==> src/hw/rtl/itrd_pkg.sv <==
// Shared types, constants and the digit character function for the radix digit converter.
`timescale 1ns / 1ps

package itrd_pkg;

    localparam int VALUE_W           = 32;
    localparam int RADIX_W           = 5;
    localparam int CHAR_W            = 8;
    localparam int DIGITS_MAX        = 32;
    localparam int IDX_W             = 5;
    localparam int CNT_W             = 6;
    localparam int CHUNK_BITS        = 8;
    localparam int CHUNK_CNT_W       = 2;
    localparam int DIGIT_ARG_W       = 6;
    localparam int MAX_RADIX_DEFAULT = 16;

    localparam logic [CHAR_W-1:0] CHAR_MINUS = 8'h2D;
    localparam logic [CHAR_W-1:0] CHAR_ZERO  = 8'h30;
    localparam logic [CHAR_W-1:0] CHAR_UPPER = 8'h41;
    localparam logic [CHAR_W-1:0] CHAR_LOWER = 8'h61;
    localparam logic [DIGIT_ARG_W-1:0] DIGIT_TOP = 6'd35;
    localparam logic [DIGIT_ARG_W-1:0] DIGIT_TEN = 6'd10;

    localparam logic OP_UNSIGNED = 1'b0;
    localparam logic OP_SIGNED   = 1'b1;

    // Commands from the controller to the datapath.
    typedef struct packed {
        logic load;
        logic div_step;
        logic emit_sign;
        logic emit_digit;
    } t_dp_cmd;

    // Status from the datapath to the controller.
    typedef struct packed {
        logic div_done;
        logic neg;
        logic cnt_one;
        logic out_free;
    } t_dp_status;

    // ASCII code of one digit; digits of ten and up become letters.
    function automatic logic [CHAR_W-1:0] digit_char(input logic [DIGIT_ARG_W-1:0] d,
                                                     input logic upper);
        logic [DIGIT_ARG_W-1:0] dc;
        logic [CHAR_W-1:0]      c;
        dc = (d > DIGIT_TOP) ? DIGIT_TOP : d;
        if (dc < DIGIT_TEN) begin
            c = CHAR_ZERO + CHAR_W'(dc);
        end else if (upper) begin
            c = CHAR_UPPER + CHAR_W'(dc - DIGIT_TEN);
        end else begin
            c = CHAR_LOWER + CHAR_W'(dc - DIGIT_TEN);
        end
        return c;
    endfunction

endpackage

==> src/hw/rtl/integer_to_radix_digits.sv <==
// Top level of the radix digit converter: controller, datapath and configuration port.
`timescale 1ns / 1ps

// Converts one 32-bit number per request into its ASCII text in a base from 2 to
// MAX_RADIX, one character per output request, most significant digit first, with no
// leading zeros and a single '0' for zero. With i_opcode set, a negative value first
// gives '-' and then its magnitude; the most negative value prints 2^31. Bases below 2
// are taken as 2 and bases above MAX_RADIX as MAX_RADIX. The final character of each
// number has o_last_char set. The uppercase_letters register, written through the
// configuration channel, selects 'A'-'Z' over 'a'-'z' for digits of ten and up.
// The block works on one number at a time. It accepts a number, divides it with one full
// pass of the divider per digit, then emits the digits (after '-' for a negative value),
// holding while the output is stalled. The divider handles 8 bits of the 32-bit value
// per cycle. The final character waits in the output register while the next number
// is already accepted.

module integer_to_radix_digits #(
    parameter int MAX_RADIX = itrd_pkg::MAX_RADIX_DEFAULT
) (
    input  logic                         i_clk,
    input  logic                         i_rst_n,
    // Input requests.
    input  logic                         i_in_valid,
    output logic                         o_in_stall,
    input  logic [itrd_pkg::VALUE_W-1:0] i_value,
    input  logic [itrd_pkg::RADIX_W-1:0] i_radix,
    input  logic                         i_opcode,
    // Output requests.
    output logic                         o_out_valid,
    input  logic                         i_out_stall,
    output logic [itrd_pkg::CHAR_W-1:0]  o_character,
    output logic                         o_last_char,
    // Configuration write channel.
    input  logic                         i_cfg_valid,
    output logic                         o_cfg_ready,
    input  logic                         i_cfg_data
);

    itrd_pkg::t_dp_cmd    cmd;
    itrd_pkg::t_dp_status status;
    logic                 cfg_write;

    // Always writable; the user makes writes only while the block is idle; not enforced.
    assign o_cfg_ready = 1'b1;
    assign cfg_write   = i_cfg_valid && o_cfg_ready;

    itrd_ctrl u_ctrl (
        .i_clk      (i_clk),
        .i_rst_n    (i_rst_n),
        .i_in_valid (i_in_valid),
        .o_in_stall (o_in_stall),
        .i_status   (status),
        .o_cmd      (cmd)
    );

    itrd_dp #(
        .MAX_RADIX (MAX_RADIX)
    ) u_dp (
        .i_clk       (i_clk),
        .i_rst_n     (i_rst_n),
        .i_cmd       (cmd),
        .o_status    (status),
        .i_value     (i_value),
        .i_radix     (i_radix),
        .i_opcode    (i_opcode),
        .i_cfg_write (cfg_write),
        .i_cfg_data  (i_cfg_data),
        .i_out_stall (i_out_stall),
        .o_out_valid (o_out_valid),
        .o_character (o_character),
        .o_last_char (o_last_char)
    );

`ifndef SYNTHESIS
    // An accepted request keeps the block busy in the next cycle.
    a_busy_after_accept: assert property (@(posedge i_clk) disable iff (!i_rst_n)
        (i_in_valid && !o_in_stall) |=> o_in_stall)
        else $error("block not busy after accepting a request");

    // Once the final character is taken, nothing follows until the next division is done.
    a_quiet_after_last: assert property (@(posedge i_clk) disable iff (!i_rst_n)
        (o_out_valid && !i_out_stall && o_last_char) |=> !o_out_valid)
        else $error("character emitted right after the final one");

    // While a character that is not the final one is taken, the block is still working
    // on the number.
    a_busy_mid_number: assert property (@(posedge i_clk) disable iff (!i_rst_n)
        (o_out_valid && !i_out_stall && !o_last_char) |-> o_in_stall)
        else $error("block went idle in the middle of a number");

    // The minus sign always has digits after it.
    a_sign_not_last: assert property (@(posedge i_clk) disable iff (!i_rst_n)
        (o_out_valid && (o_character == itrd_pkg::CHAR_MINUS)) |-> !o_last_char)
        else $error("minus sign flagged as final character");
`endif

endmodule

==> src/hw/rtl/itrd_dp.sv <==
// Datapath of the radix digit converter: divider, digit stack and output register.
`timescale 1ns / 1ps

module itrd_dp #(
    parameter int MAX_RADIX = itrd_pkg::MAX_RADIX_DEFAULT
) (
    input  logic                                i_clk,
    input  logic                                i_rst_n,
    input  itrd_pkg::t_dp_cmd                   i_cmd,
    output itrd_pkg::t_dp_status                o_status,
    input  logic [itrd_pkg::VALUE_W-1:0]        i_value,
    input  logic [itrd_pkg::RADIX_W-1:0]        i_radix,
    input  logic                                i_opcode,
    input  logic                                i_cfg_write,
    input  logic                                i_cfg_data,
    input  logic                                i_out_stall,
    output logic                                o_out_valid,
    output logic [itrd_pkg::CHAR_W-1:0]         o_character,
    output logic                                o_last_char
);

    localparam int RW = $clog2(MAX_RADIX);
    localparam int BW = $clog2(MAX_RADIX + 1);
    localparam int VW = itrd_pkg::VALUE_W;
    localparam int CB = itrd_pkg::CHUNK_BITS;

    logic [VW-1:0]                       r_quot, n_quot;
    logic [RW-1:0]                       r_rem, n_rem;
    logic [BW-1:0]                       r_base;
    logic                                r_neg;
    logic [itrd_pkg::CHUNK_CNT_W-1:0]    r_chunk;
    logic [itrd_pkg::CNT_W-1:0]          r_cnt;
    logic [RW-1:0]                       r_digits [itrd_pkg::DIGITS_MAX];
    logic                                r_upper;
    logic                                r_out_valid;
    logic [itrd_pkg::CHAR_W-1:0]         r_char;
    logic                                r_last;

    logic [VW-1:0]                       radix_ext;
    logic [VW-1:0]                       base_sel;
    logic                                in_neg;
    logic [VW-1:0]                       magnitude;
    logic [CB-1:0]                       qbits;
    logic                                chunk_last;
    logic [itrd_pkg::CNT_W-1:0]          cnt_m1;
    logic [RW-1:0]                       top_digit;

    // Clamp the requested base into 2..MAX_RADIX.
    always_comb begin
        radix_ext = VW'(i_radix);
        if (radix_ext < VW'(2)) begin
            base_sel = VW'(2);
        end else if (radix_ext > VW'(MAX_RADIX)) begin
            base_sel = VW'(MAX_RADIX);
        end else begin
            base_sel = radix_ext;
        end
    end

    assign in_neg    = (i_opcode == itrd_pkg::OP_SIGNED) && i_value[VW-1];
    assign magnitude = in_neg ? (~i_value + VW'(1)) : i_value;

    // Eight restoring division steps over the top byte of the quotient register.
    always_comb begin
        logic [RW:0] t;
        logic [RW-1:0] rem;
        rem   = r_rem;
        qbits = '0;
        for (int i = 0; i < CB; i++) begin
            t = {rem, r_quot[VW-1-i]};
            if (t >= (RW+1)'(r_base)) begin
                t = t - (RW+1)'(r_base);
                qbits[CB-1-i] = 1'b1;
            end
            rem = t[RW-1:0];
        end
        n_rem  = rem;
        n_quot = {r_quot[VW-CB-1:0], qbits};
    end

    assign chunk_last = (r_chunk == {itrd_pkg::CHUNK_CNT_W{1'b1}});
    assign cnt_m1     = r_cnt - itrd_pkg::CNT_W'(1);
    assign top_digit  = r_digits[cnt_m1[itrd_pkg::IDX_W-1:0]];

    always_ff @(posedge i_clk) begin
        if (!i_rst_n) begin
            r_chunk     <= '0;
            r_cnt       <= '0;
            r_upper     <= 1'b0;
            r_out_valid <= 1'b0;
            r_rem       <= '0;
        end else begin
            if (i_cfg_write) begin
                r_upper <= i_cfg_data;
            end
            if (i_cmd.load) begin
                r_chunk <= '0;
                r_cnt   <= '0;
                r_rem   <= '0;
            end else if (i_cmd.div_step) begin
                r_chunk <= r_chunk + itrd_pkg::CHUNK_CNT_W'(1);
                if (chunk_last) begin
                    r_rem <= '0;
                    r_cnt <= r_cnt + itrd_pkg::CNT_W'(1);
                end else begin
                    r_rem <= n_rem;
                end
            end else if (i_cmd.emit_digit) begin
                r_cnt <= cnt_m1;
            end
            if (i_cmd.emit_sign || i_cmd.emit_digit) begin
                r_out_valid <= 1'b1;
            end else if (!i_out_stall) begin
                r_out_valid <= 1'b0;
            end
        end
    end

    // Payload registers.
    always_ff @(posedge i_clk) begin
        if (i_cmd.load) begin
            r_quot <= magnitude;
            r_base <= base_sel[BW-1:0];
            r_neg  <= in_neg;
        end else if (i_cmd.div_step) begin
            r_quot <= n_quot;
            if (chunk_last) begin
                r_digits[r_cnt[itrd_pkg::IDX_W-1:0]] <= n_rem;
            end
        end
        if (i_cmd.emit_sign) begin
            r_char <= itrd_pkg::CHAR_MINUS;
            r_last <= 1'b0;
        end else if (i_cmd.emit_digit) begin
            r_char <= itrd_pkg::digit_char(itrd_pkg::DIGIT_ARG_W'(top_digit), r_upper);
            r_last <= (r_cnt == itrd_pkg::CNT_W'(1));
        end
    end

    assign o_status.div_done = chunk_last && (n_quot == '0);
    assign o_status.neg      = r_neg;
    assign o_status.cnt_one  = (r_cnt == itrd_pkg::CNT_W'(1));
    assign o_status.out_free = !r_out_valid || !i_out_stall;

    assign o_out_valid = r_out_valid;
    assign o_character = r_char;
    assign o_last_char = r_last;

endmodule

==> src/hw/rtl/itrd_ctrl.sv <==
// Controller state machine of the radix digit converter.
`timescale 1ns / 1ps

module itrd_ctrl (
    input  logic                 i_clk,
    input  logic                 i_rst_n,
    input  logic                 i_in_valid,
    output logic                 o_in_stall,
    input  itrd_pkg::t_dp_status i_status,
    output itrd_pkg::t_dp_cmd    o_cmd
);

    localparam logic [1:0] ST_IDLE = 2'd0;
    localparam logic [1:0] ST_DIV  = 2'd1;
    localparam logic [1:0] ST_SIGN = 2'd2;
    localparam logic [1:0] ST_EMIT = 2'd3;

    logic [1:0] r_state, n_state;

    always_comb begin
        n_state = r_state;
        o_cmd   = '0;
        case (r_state)
            ST_IDLE: begin
                if (i_in_valid) begin
                    o_cmd.load = 1'b1;
                    n_state    = ST_DIV;
                end
            end
            ST_DIV: begin
                o_cmd.div_step = 1'b1;
                if (i_status.div_done) begin
                    n_state = i_status.neg ? ST_SIGN : ST_EMIT;
                end
            end
            ST_SIGN: begin
                if (i_status.out_free) begin
                    o_cmd.emit_sign = 1'b1;
                    n_state         = ST_EMIT;
                end
            end
            ST_EMIT: begin
                if (i_status.out_free) begin
                    o_cmd.emit_digit = 1'b1;
                    if (i_status.cnt_one) begin
                        n_state = ST_IDLE;
                    end
                end
            end
            default: begin
                n_state = ST_IDLE;
            end
        endcase
    end

    always_ff @(posedge i_clk) begin
        if (!i_rst_n) begin
            r_state <= ST_IDLE;
        end else begin
            r_state <= n_state;
        end
    end

    assign o_in_stall = (r_state != ST_IDLE);

endmodule

==> config.mk <==
export PLATFORM = sky130hd
export DESIGN_NAME = integer_to_radix_digits
export DESIGN_NICKNAME = d
export VERILOG_FILES = /design/src/hw/rtl/itrd_pkg.sv /design/src/hw/rtl/integer_to_radix_digits.sv /design/src/hw/rtl/itrd_dp.sv /design/src/hw/rtl/itrd_ctrl.sv
export SDC_FILE = /design/constraint.sdc
export NUM_CORES = 1
export LEC_CHECK = 0
export ABC_CLOCK_PERIOD_IN_PS = 12600
export BUFFER_PORTS_ARGS = -buffer_cell sky130_fd_sc_hd__clkbuf_2
export CAP_MARGIN = 20
export CORE_MARGIN = 4
export CORE_UTILIZATION = 40
export CTS_CLUSTER_SIZE = 16
export DETAILED_ROUTE_END_ITERATION = 10
export PLACE_DENSITY = 0.69
export SYNTH_ARGS = -nofsm -noshare
export SYNTH_HDL_FRONTEND = slang
export SYNTH_SLANG_ARGS = --single-unit
==> constraint.sdc <==
create_clock -name i_clk -period 12.6 [get_ports i_clk]
set_input_delay 0 -clock i_clk [delete_from_list [all_inputs] [get_ports i_clk]]
set_output_delay 0 -clock i_clk [all_outputs]
set_load 0.05 [all_outputs]
== Word-level counts from Yosys, hierarchy flattened ==
Memory sizes are Yosys's and may differ from the RTL's.
Index checks and enable logic that the tools add are counted.
Word-level totals
  register bits: 63
  RAM bits: 128
  bits of input ports: 44
  word-level logic and storage cells: 116
  memories: 1
Memory list
  u_dp.r_digits: depth 32, width 4, read ports 1, clocked after memory_dff 0, write ports 1, RTL line itrd_dp.sv:33  | logic [RW-1:0] r_digits [itrd_pkg::DIGITS_MAX];
Operators by class
  $add $sub $neg: 16
  $lt $le $gt $ge: 12
  equal/unequal tests: 12
  multiplexer cells: 46
  bitwise logic cells: 2
  reduce and logical (&&, ||, !) cells: 15
Operator list (count)
  two-way mux 32 bit: 3
  greater-or-equal comparator 5 bit: 8
  two-way mux 4 bit: 9
  adder 32 x 1 -> 32 bit, second input constant: 1
  zero test 32 bit: 1
  inverter 32 bit: 1
  subtractor 4 bit: 8
  two-way mux 6 bit: 4
  two-way mux 1 bit: 21
  adder 7 x 8 -> 8 bit, first input constant: 2
  two-way mux 8 bit: 2
  two-way mux 2 bit: 5
  != test 2 bit, second input constant: 5
  one-hot mux 2 bit (4 select lines): 1
  adder 6 x 6 -> 7 bit, first input constant: 1
  subtractor 6 x 4 -> 7 bit, second input constant: 1
  adder 6 x 1 -> 6 bit, second input constant: 1
  equality test 2 bit, second input constant: 3
  equality test 6 x 1 -> 1 bit, second input constant: 1
  > comparator 4 x 6 -> 1 bit, second input constant: 1
  < comparator 6 x 4 -> 1 bit, second input constant: 1
  nonzero test 2 bit: 3
  subtractor 6 x 1 -> 6 bit, second input constant: 1
  > comparator 5 bit, second input constant: 1
  13 further kinds: 18

== Depth between registers and ports, before layout ==
  word-level depth: 20
  depth in mapped cells: 56

== Hierarchy ==
A second synthesis with hierarchy kept.
Second synthesis, totals
  cells, all modules: 864
  area, all modules: 10646.5 µm²
By module, submodules not included
  itrd_dp: times used 1, cells each 837, area an instance 10402.5 µm², sequential area each 5445.2 µm²
  itrd_ctrl: times used 1, cells each 25, area an instance 232.7 µm², sequential area each 40.0 µm²
  integer_to_radix_digits: times used 1, cells each 2, area an instance 11.3 µm², sequential area each 0.0 µm²

== Worst setup path after synthesis ==
OpenSTA, ideal clock, no wires.
  kind: reg-to-reg
  start point: reg u_dp.r_base[1]
  end point: mem u_dp.r_digits[0][0] (netlist bit), data pin
  arrival: 11339 ps
  required time: 12208 ps
  setup slack: 869 ps
  stages on the path, launching flop included: 48
  buffers on the path: 1
  cells stage by stage: edfxtp_1 inv_1 ha_1 a21o_1 a21o_1 a21oi_1 o21ai_1 mux2_2 inv_1 ha_1 a21o_1 a21o_1 a211oi_1 nor2_1 mux2_2 ha_1 nand2_1 o21ai_1 (+12 left out) mux2_2 ha_1 nand2_1 o21ai_1 and2_1 nor2_1 ha_1 nor2b_1 o21ai_0 nand3b_1 a31o_2 o31ai_1 ha_1 nor2b_1 o21ai_0 a21o_1 clkbuf_1 mux2i_1
Between the ends
  longest elaborated chain between the ends: 16
RTL lines
  from (decl): RTL line itrd_dp.sv:29  | logic [BW-1:0] r_base;
  from (signal assigned): RTL line itrd_dp.sv:123  | r_base <= base_sel[BW-1:0];
  subtractor 4 bit / greater-or-equal comparator 5 bit (equally long branches): RTL line itrd_dp.sv:72, itrd_dp.sv:71
  two-way mux 4 bit: RTL line itrd_dp.sv:71  | if (t >= (RW+1)'(r_base)) begin
  subtractor 4 bit / greater-or-equal comparator 5 bit (equally long branches): RTL line itrd_dp.sv:72, itrd_dp.sv:71
  two-way mux 4 bit: RTL line itrd_dp.sv:71
  subtractor 4 bit / greater-or-equal comparator 5 bit (equally long branches): RTL line itrd_dp.sv:72, itrd_dp.sv:71
  two-way mux 4 bit: RTL line itrd_dp.sv:71
  greater-or-equal comparator 5 bit / subtractor 4 bit (equally long branches): RTL line itrd_dp.sv:71, itrd_dp.sv:72
  two-way mux 4 bit: RTL line itrd_dp.sv:71
  subtractor 4 bit / greater-or-equal comparator 5 bit (equally long branches): RTL line itrd_dp.sv:72, itrd_dp.sv:71
  two-way mux 4 bit: RTL line itrd_dp.sv:71
  subtractor 4 bit / greater-or-equal comparator 5 bit (equally long branches): RTL line itrd_dp.sv:72, itrd_dp.sv:71
  two-way mux 4 bit: RTL line itrd_dp.sv:71
  subtractor 4 bit / greater-or-equal comparator 5 bit (equally long branches): RTL line itrd_dp.sv:72, itrd_dp.sv:71
  two-way mux 4 bit: RTL line itrd_dp.sv:71
  greater-or-equal comparator 5 bit (*): RTL line itrd_dp.sv:71
  two-way mux 4 bit (*): RTL line itrd_dp.sv:71
  net u_dp.n_rem[0]: RTL line itrd_dp.sv:28  | logic [RW-1:0] r_rem, n_rem;
  to (decl): RTL line itrd_dp.sv:33
Mark *: on every way through the listed nets, which the timed path passes. The rest lies on a longest branch.

== Worst setup path in the final report ==
  start point: reg u_dp.r_quot[31]
  end point: reg u_dp.r_rem[0]
Between the ends
  longest elaborated chain between the ends: 17
RTL lines
  from (decl): RTL line itrd_dp.sv:27  | logic [VW-1:0] r_quot, n_quot;
  from (signal assigned): RTL line itrd_dp.sv:122  | r_quot <= magnitude;
  from (signal assigned): RTL line itrd_dp.sv:126  | r_quot <= n_quot;
  subtractor 4 bit / greater-or-equal comparator 5 bit (equally long branches): RTL line itrd_dp.sv:72, itrd_dp.sv:71
  two-way mux 4 bit (*): RTL line itrd_dp.sv:71
  subtractor 4 bit / greater-or-equal comparator 5 bit (equally long branches): RTL line itrd_dp.sv:72, itrd_dp.sv:71
  two-way mux 4 bit (*): RTL line itrd_dp.sv:71
  subtractor 4 bit / greater-or-equal comparator 5 bit (equally long branches): RTL line itrd_dp.sv:72, itrd_dp.sv:71
  two-way mux 4 bit (*): RTL line itrd_dp.sv:71
  subtractor 4 bit / greater-or-equal comparator 5 bit (equally long branches): RTL line itrd_dp.sv:72, itrd_dp.sv:71
  two-way mux 4 bit (*): RTL line itrd_dp.sv:71
  (+2 left out)
  subtractor 4 bit / greater-or-equal comparator 5 bit (equally long branches): RTL line itrd_dp.sv:72, itrd_dp.sv:71
  two-way mux 4 bit (*): RTL line itrd_dp.sv:71
  subtractor 4 bit / greater-or-equal comparator 5 bit (equally long branches): RTL line itrd_dp.sv:72, itrd_dp.sv:71
  two-way mux 4 bit (*): RTL line itrd_dp.sv:71
  greater-or-equal comparator 5 bit (*): RTL line itrd_dp.sv:71
  two-way mux 4 bit (*): RTL line itrd_dp.sv:71
  net u_dp.n_rem[0]: RTL line itrd_dp.sv:28
  two-way mux 4 bit (*): RTL line itrd_dp.sv:102  | if (chunk_last) begin
  to (signal assigned): RTL line itrd_dp.sv:106  | r_rem <= n_rem;
  to (decl): RTL line itrd_dp.sv:28
Marks and branches as above.
A chain may end at the register's enable or synchronous reset.

==> flow_metrics.py <==
metrics = {
    "clock_tree": {
        "cts_buffer_depth": 2,
        "insertion_delay_ns": 0.44,
        "cts_buffers": 17,
        "cts_tree": "done",
        "post_cts_buffers": 0,
        "cts.htree.levels": 4,
        "clk_pin_slew_ns": 0.08,
        "clkSinkCount": 191,
        "cts-root-buf": "clkbuf_16",
    },
    "grt": {
        "grt_max_degree": 56,
        "grt_pass1_vias": 6996,
        "track_usage_pct": 15.8,
        "grt_pass1_wl_um": 36500,
        "grt-ovfl-total": 0,
        "antenna_found_initial": 0,
    },
    "hold_path": {
        "min_path_type": "input port to register",
    },
    "sta": {
        "final.min_clock_period_ns": 11.65,
        "fin_crit_sh_pct": 92.4,
        "max_freq_mhz": 85.9,
        "layout_setup_ws_ns": 0.955,
        "setup-tns-final_ns": 0,
        "worst_pin_slew_ns": 0.835,
        "rsz0062_at_grt": "false",
        "finClkSkew_ns": 0.0196,
        "slew_headroom_pct": 44.3,
        "finalSetupViolCount": 0,
        "drv_slew": 0,
        "hold_viol": 0,
        "fin_hold_ws_ns": 0.0172,
    },
    "synthesis": {
        "synth.distinct_cells": 62,
        "ys_seq_area_share_pct": 51.9,
        "ys_ff_latch": 191,
        "netlist_area_um2": 10600,
        "synthesis.nets": 1006,
        "synth_warnings": 0,
        "syn_avg_cell_area_um2": 11.8,
        "synth_flop_cell": "edfxtp_1",
        "synth-async-reset-ratio_pct": 0,
        "synth_edf_count": 166,
        "synth.area.top_cells": "edfxtp_1, mux4_2, ha_1",
        "synth.largest_area_cell": "edfxtp_1",
        "syn-instance-count": 897,
        "yosys.area.top_type_share_pct": 47.2,
    },
    "critical_path": {
        "reg2reg_slack_ns": 0.95,
        "slowest_delay_ns": 0.46,
        "start_kind": "register",
        "worst_ep_required_time_ns": 12.96,
        "critical_path.slowest_cell": "a211oi_1",
        "cp.arrival_ns": 12.00,
        "worstSetupPathType": "register to register",
        "end_kind": "register",
        "worstPathMaxFanout": 33,
    },
    "place": {
        "dp_slack_ns": 0.402,
        "gp_congestion": 0.849,
        "place_hpwl_um": 15900,
        "io_buffers": 54,
    },
    "cells_and_area": {
        "final_core_util_pct": 46.5,
        "final_common_cell": "edfxtp_1",
        "drive_above_1_share_pct": 17.0,
        "final_cell_mix": "edfxtp_1, nand2_1, nor2_1, ha_1, clkbuf_2",
        "syn_to_final_growth_pct": 14.6,
        "fin_nets": 1084,
        "diodes": 0,
    },
    "drt": {
        "vias": 7076,
        "final_antenna_net_count": 0,
        "first_pass_iters": 4,
        "first_iter_violations": 578,
        "wl_per_cell_um": 17.3,
        "wirelength_um": 22900,
        "viasPerCell": 5.35,
        "drc_errors": 0,
    },
    "floorplanning": {
        "ios": 56,
        "dieHeight_um": 171,
        "die_w_um": 171,
        "rows": 59,
        "die-area_um2": 29100,
        "core_um2": 26100,
        "floorplan.initialDensity_pct": 40.5,
    },
    "flow_run": {
        "timing.max_cap.violations": 0,
    },
    "outcome": {
        "outcome": "finished clean",
    },
}
## final cells by class
cell class | instances | area [um2]
clock buffers | 17 | 425
clock inverters | 15 | 200
fillers | 2309 | 14000
inverters | 45 | 169
multi-input cells | 626 | 4770
flip-flops and latches | 191 | 5490
well taps | 335 | 419
repair buffers | 94 | 638
## per-stage QoR
step	instances	cell area, um2
after floorplan	897	10600
after global placement	1264	11200
after detailed placement	1264	11200
after CTS	1323	12100
after global routing	1323	12100
final	1323	12100
## cells in the mapped netlist (all sizes together), types with 4 or more instances
master	number
o21ai	51
or3	13
nand2	98
edfxtp	166
xor2	21
nand2b	13
mux4	32
or4	5
nand4	7
and3	6
dfxtp	25
fa	8
buf	11
o21a	4
ha	57
nor2b	9
mux2	16
o31ai	11
nor2	81
a31oi	5
a21o	19
mux2i	13
a21oi	47
inv	44
xnor2	34
nand3	17
nor3	15
clkbuf	24
nor4	9
## critical path: cells and delay by family, from the launching register on
family | cells | cell delay [ns]
compound gates | 23 | 5.16
fa+ha+maj | 8 | 2.20
buf+inv | 6 | 0.65
flops | 1 | 0.40
mux | 5 | 1.74
simple gates | 10 | 1.39
## kinds of logic after synthesis
| logic type | count (synthesis) | synth area share [%] |
|---|---|---|
| adder cells (fa/ha/maj) | 65 | 8.27 |
| flip-flops | 191 | 51.9 |
| multiplexers | 61 | 9.76 |
| buffers and inverters | 80 | 3.14 |
| AND/OR/NAND/NOR | 283 | 12.9 |
| other | 1 | 0.0355 |
| XOR/XNOR | 55 | 4.63 |
| AO/OA/AOI/OAI | 161 | 9.38 |
## repair_timing
| item | in CTS | in global routing |
|---|---|---|
| gates resized for setup | 0 | 4 |
| endpoints found under the setup margin | 0 | 133 |
| endpoints found under the hold margin | 24 | 0 |
| hold buffers | 27 | 0 |
## per-layer routing
metal	track usage [%]	share of wire [%]	vias up
met5	0	0	-
met4	4.13	1.7	0
met3	2.80	3.9	27
met2	26.9	50	166
met1	21.1	45	3423
li1	-	-	3460
## flip-flops by register name (all words and copies together), names as in the netlist, 2 cells and up
register and count:
u_ctrl.r_state 2, u_dp.o_character 8, u_dp.r_base 5, u_dp.r_chunk 2
u_dp.r_cnt 6, u_dp.r_digits 128, u_dp.r_quot 32, u_dp.r_rem 4
## path summary, 6_finish.rpt
kind	cells past startpoint	end	from
setup / recovery	52	u_dp.r_rem[0]$_SDFFE_PP0P_	u_dp.r_quot[31]$_DFFE_PP_
hold / removal	3	u_dp.r_quot[14]$_DFFE_PP_	i_value[14]
setup reg to reg	52	u_dp.r_rem[0]$_SDFFE_PP0P_	u_dp.r_quot[31]$_DFFE_PP_
hold reg to reg	2	u_dp.o_character[7]$_SDFFE_PP0P_	u_dp.o_character[7]$_SDFFE_PP0P_
Power is left out: the tool's default activity adds up to more than one toggle a clock period on the data nets, which glitch-free logic cannot reach.
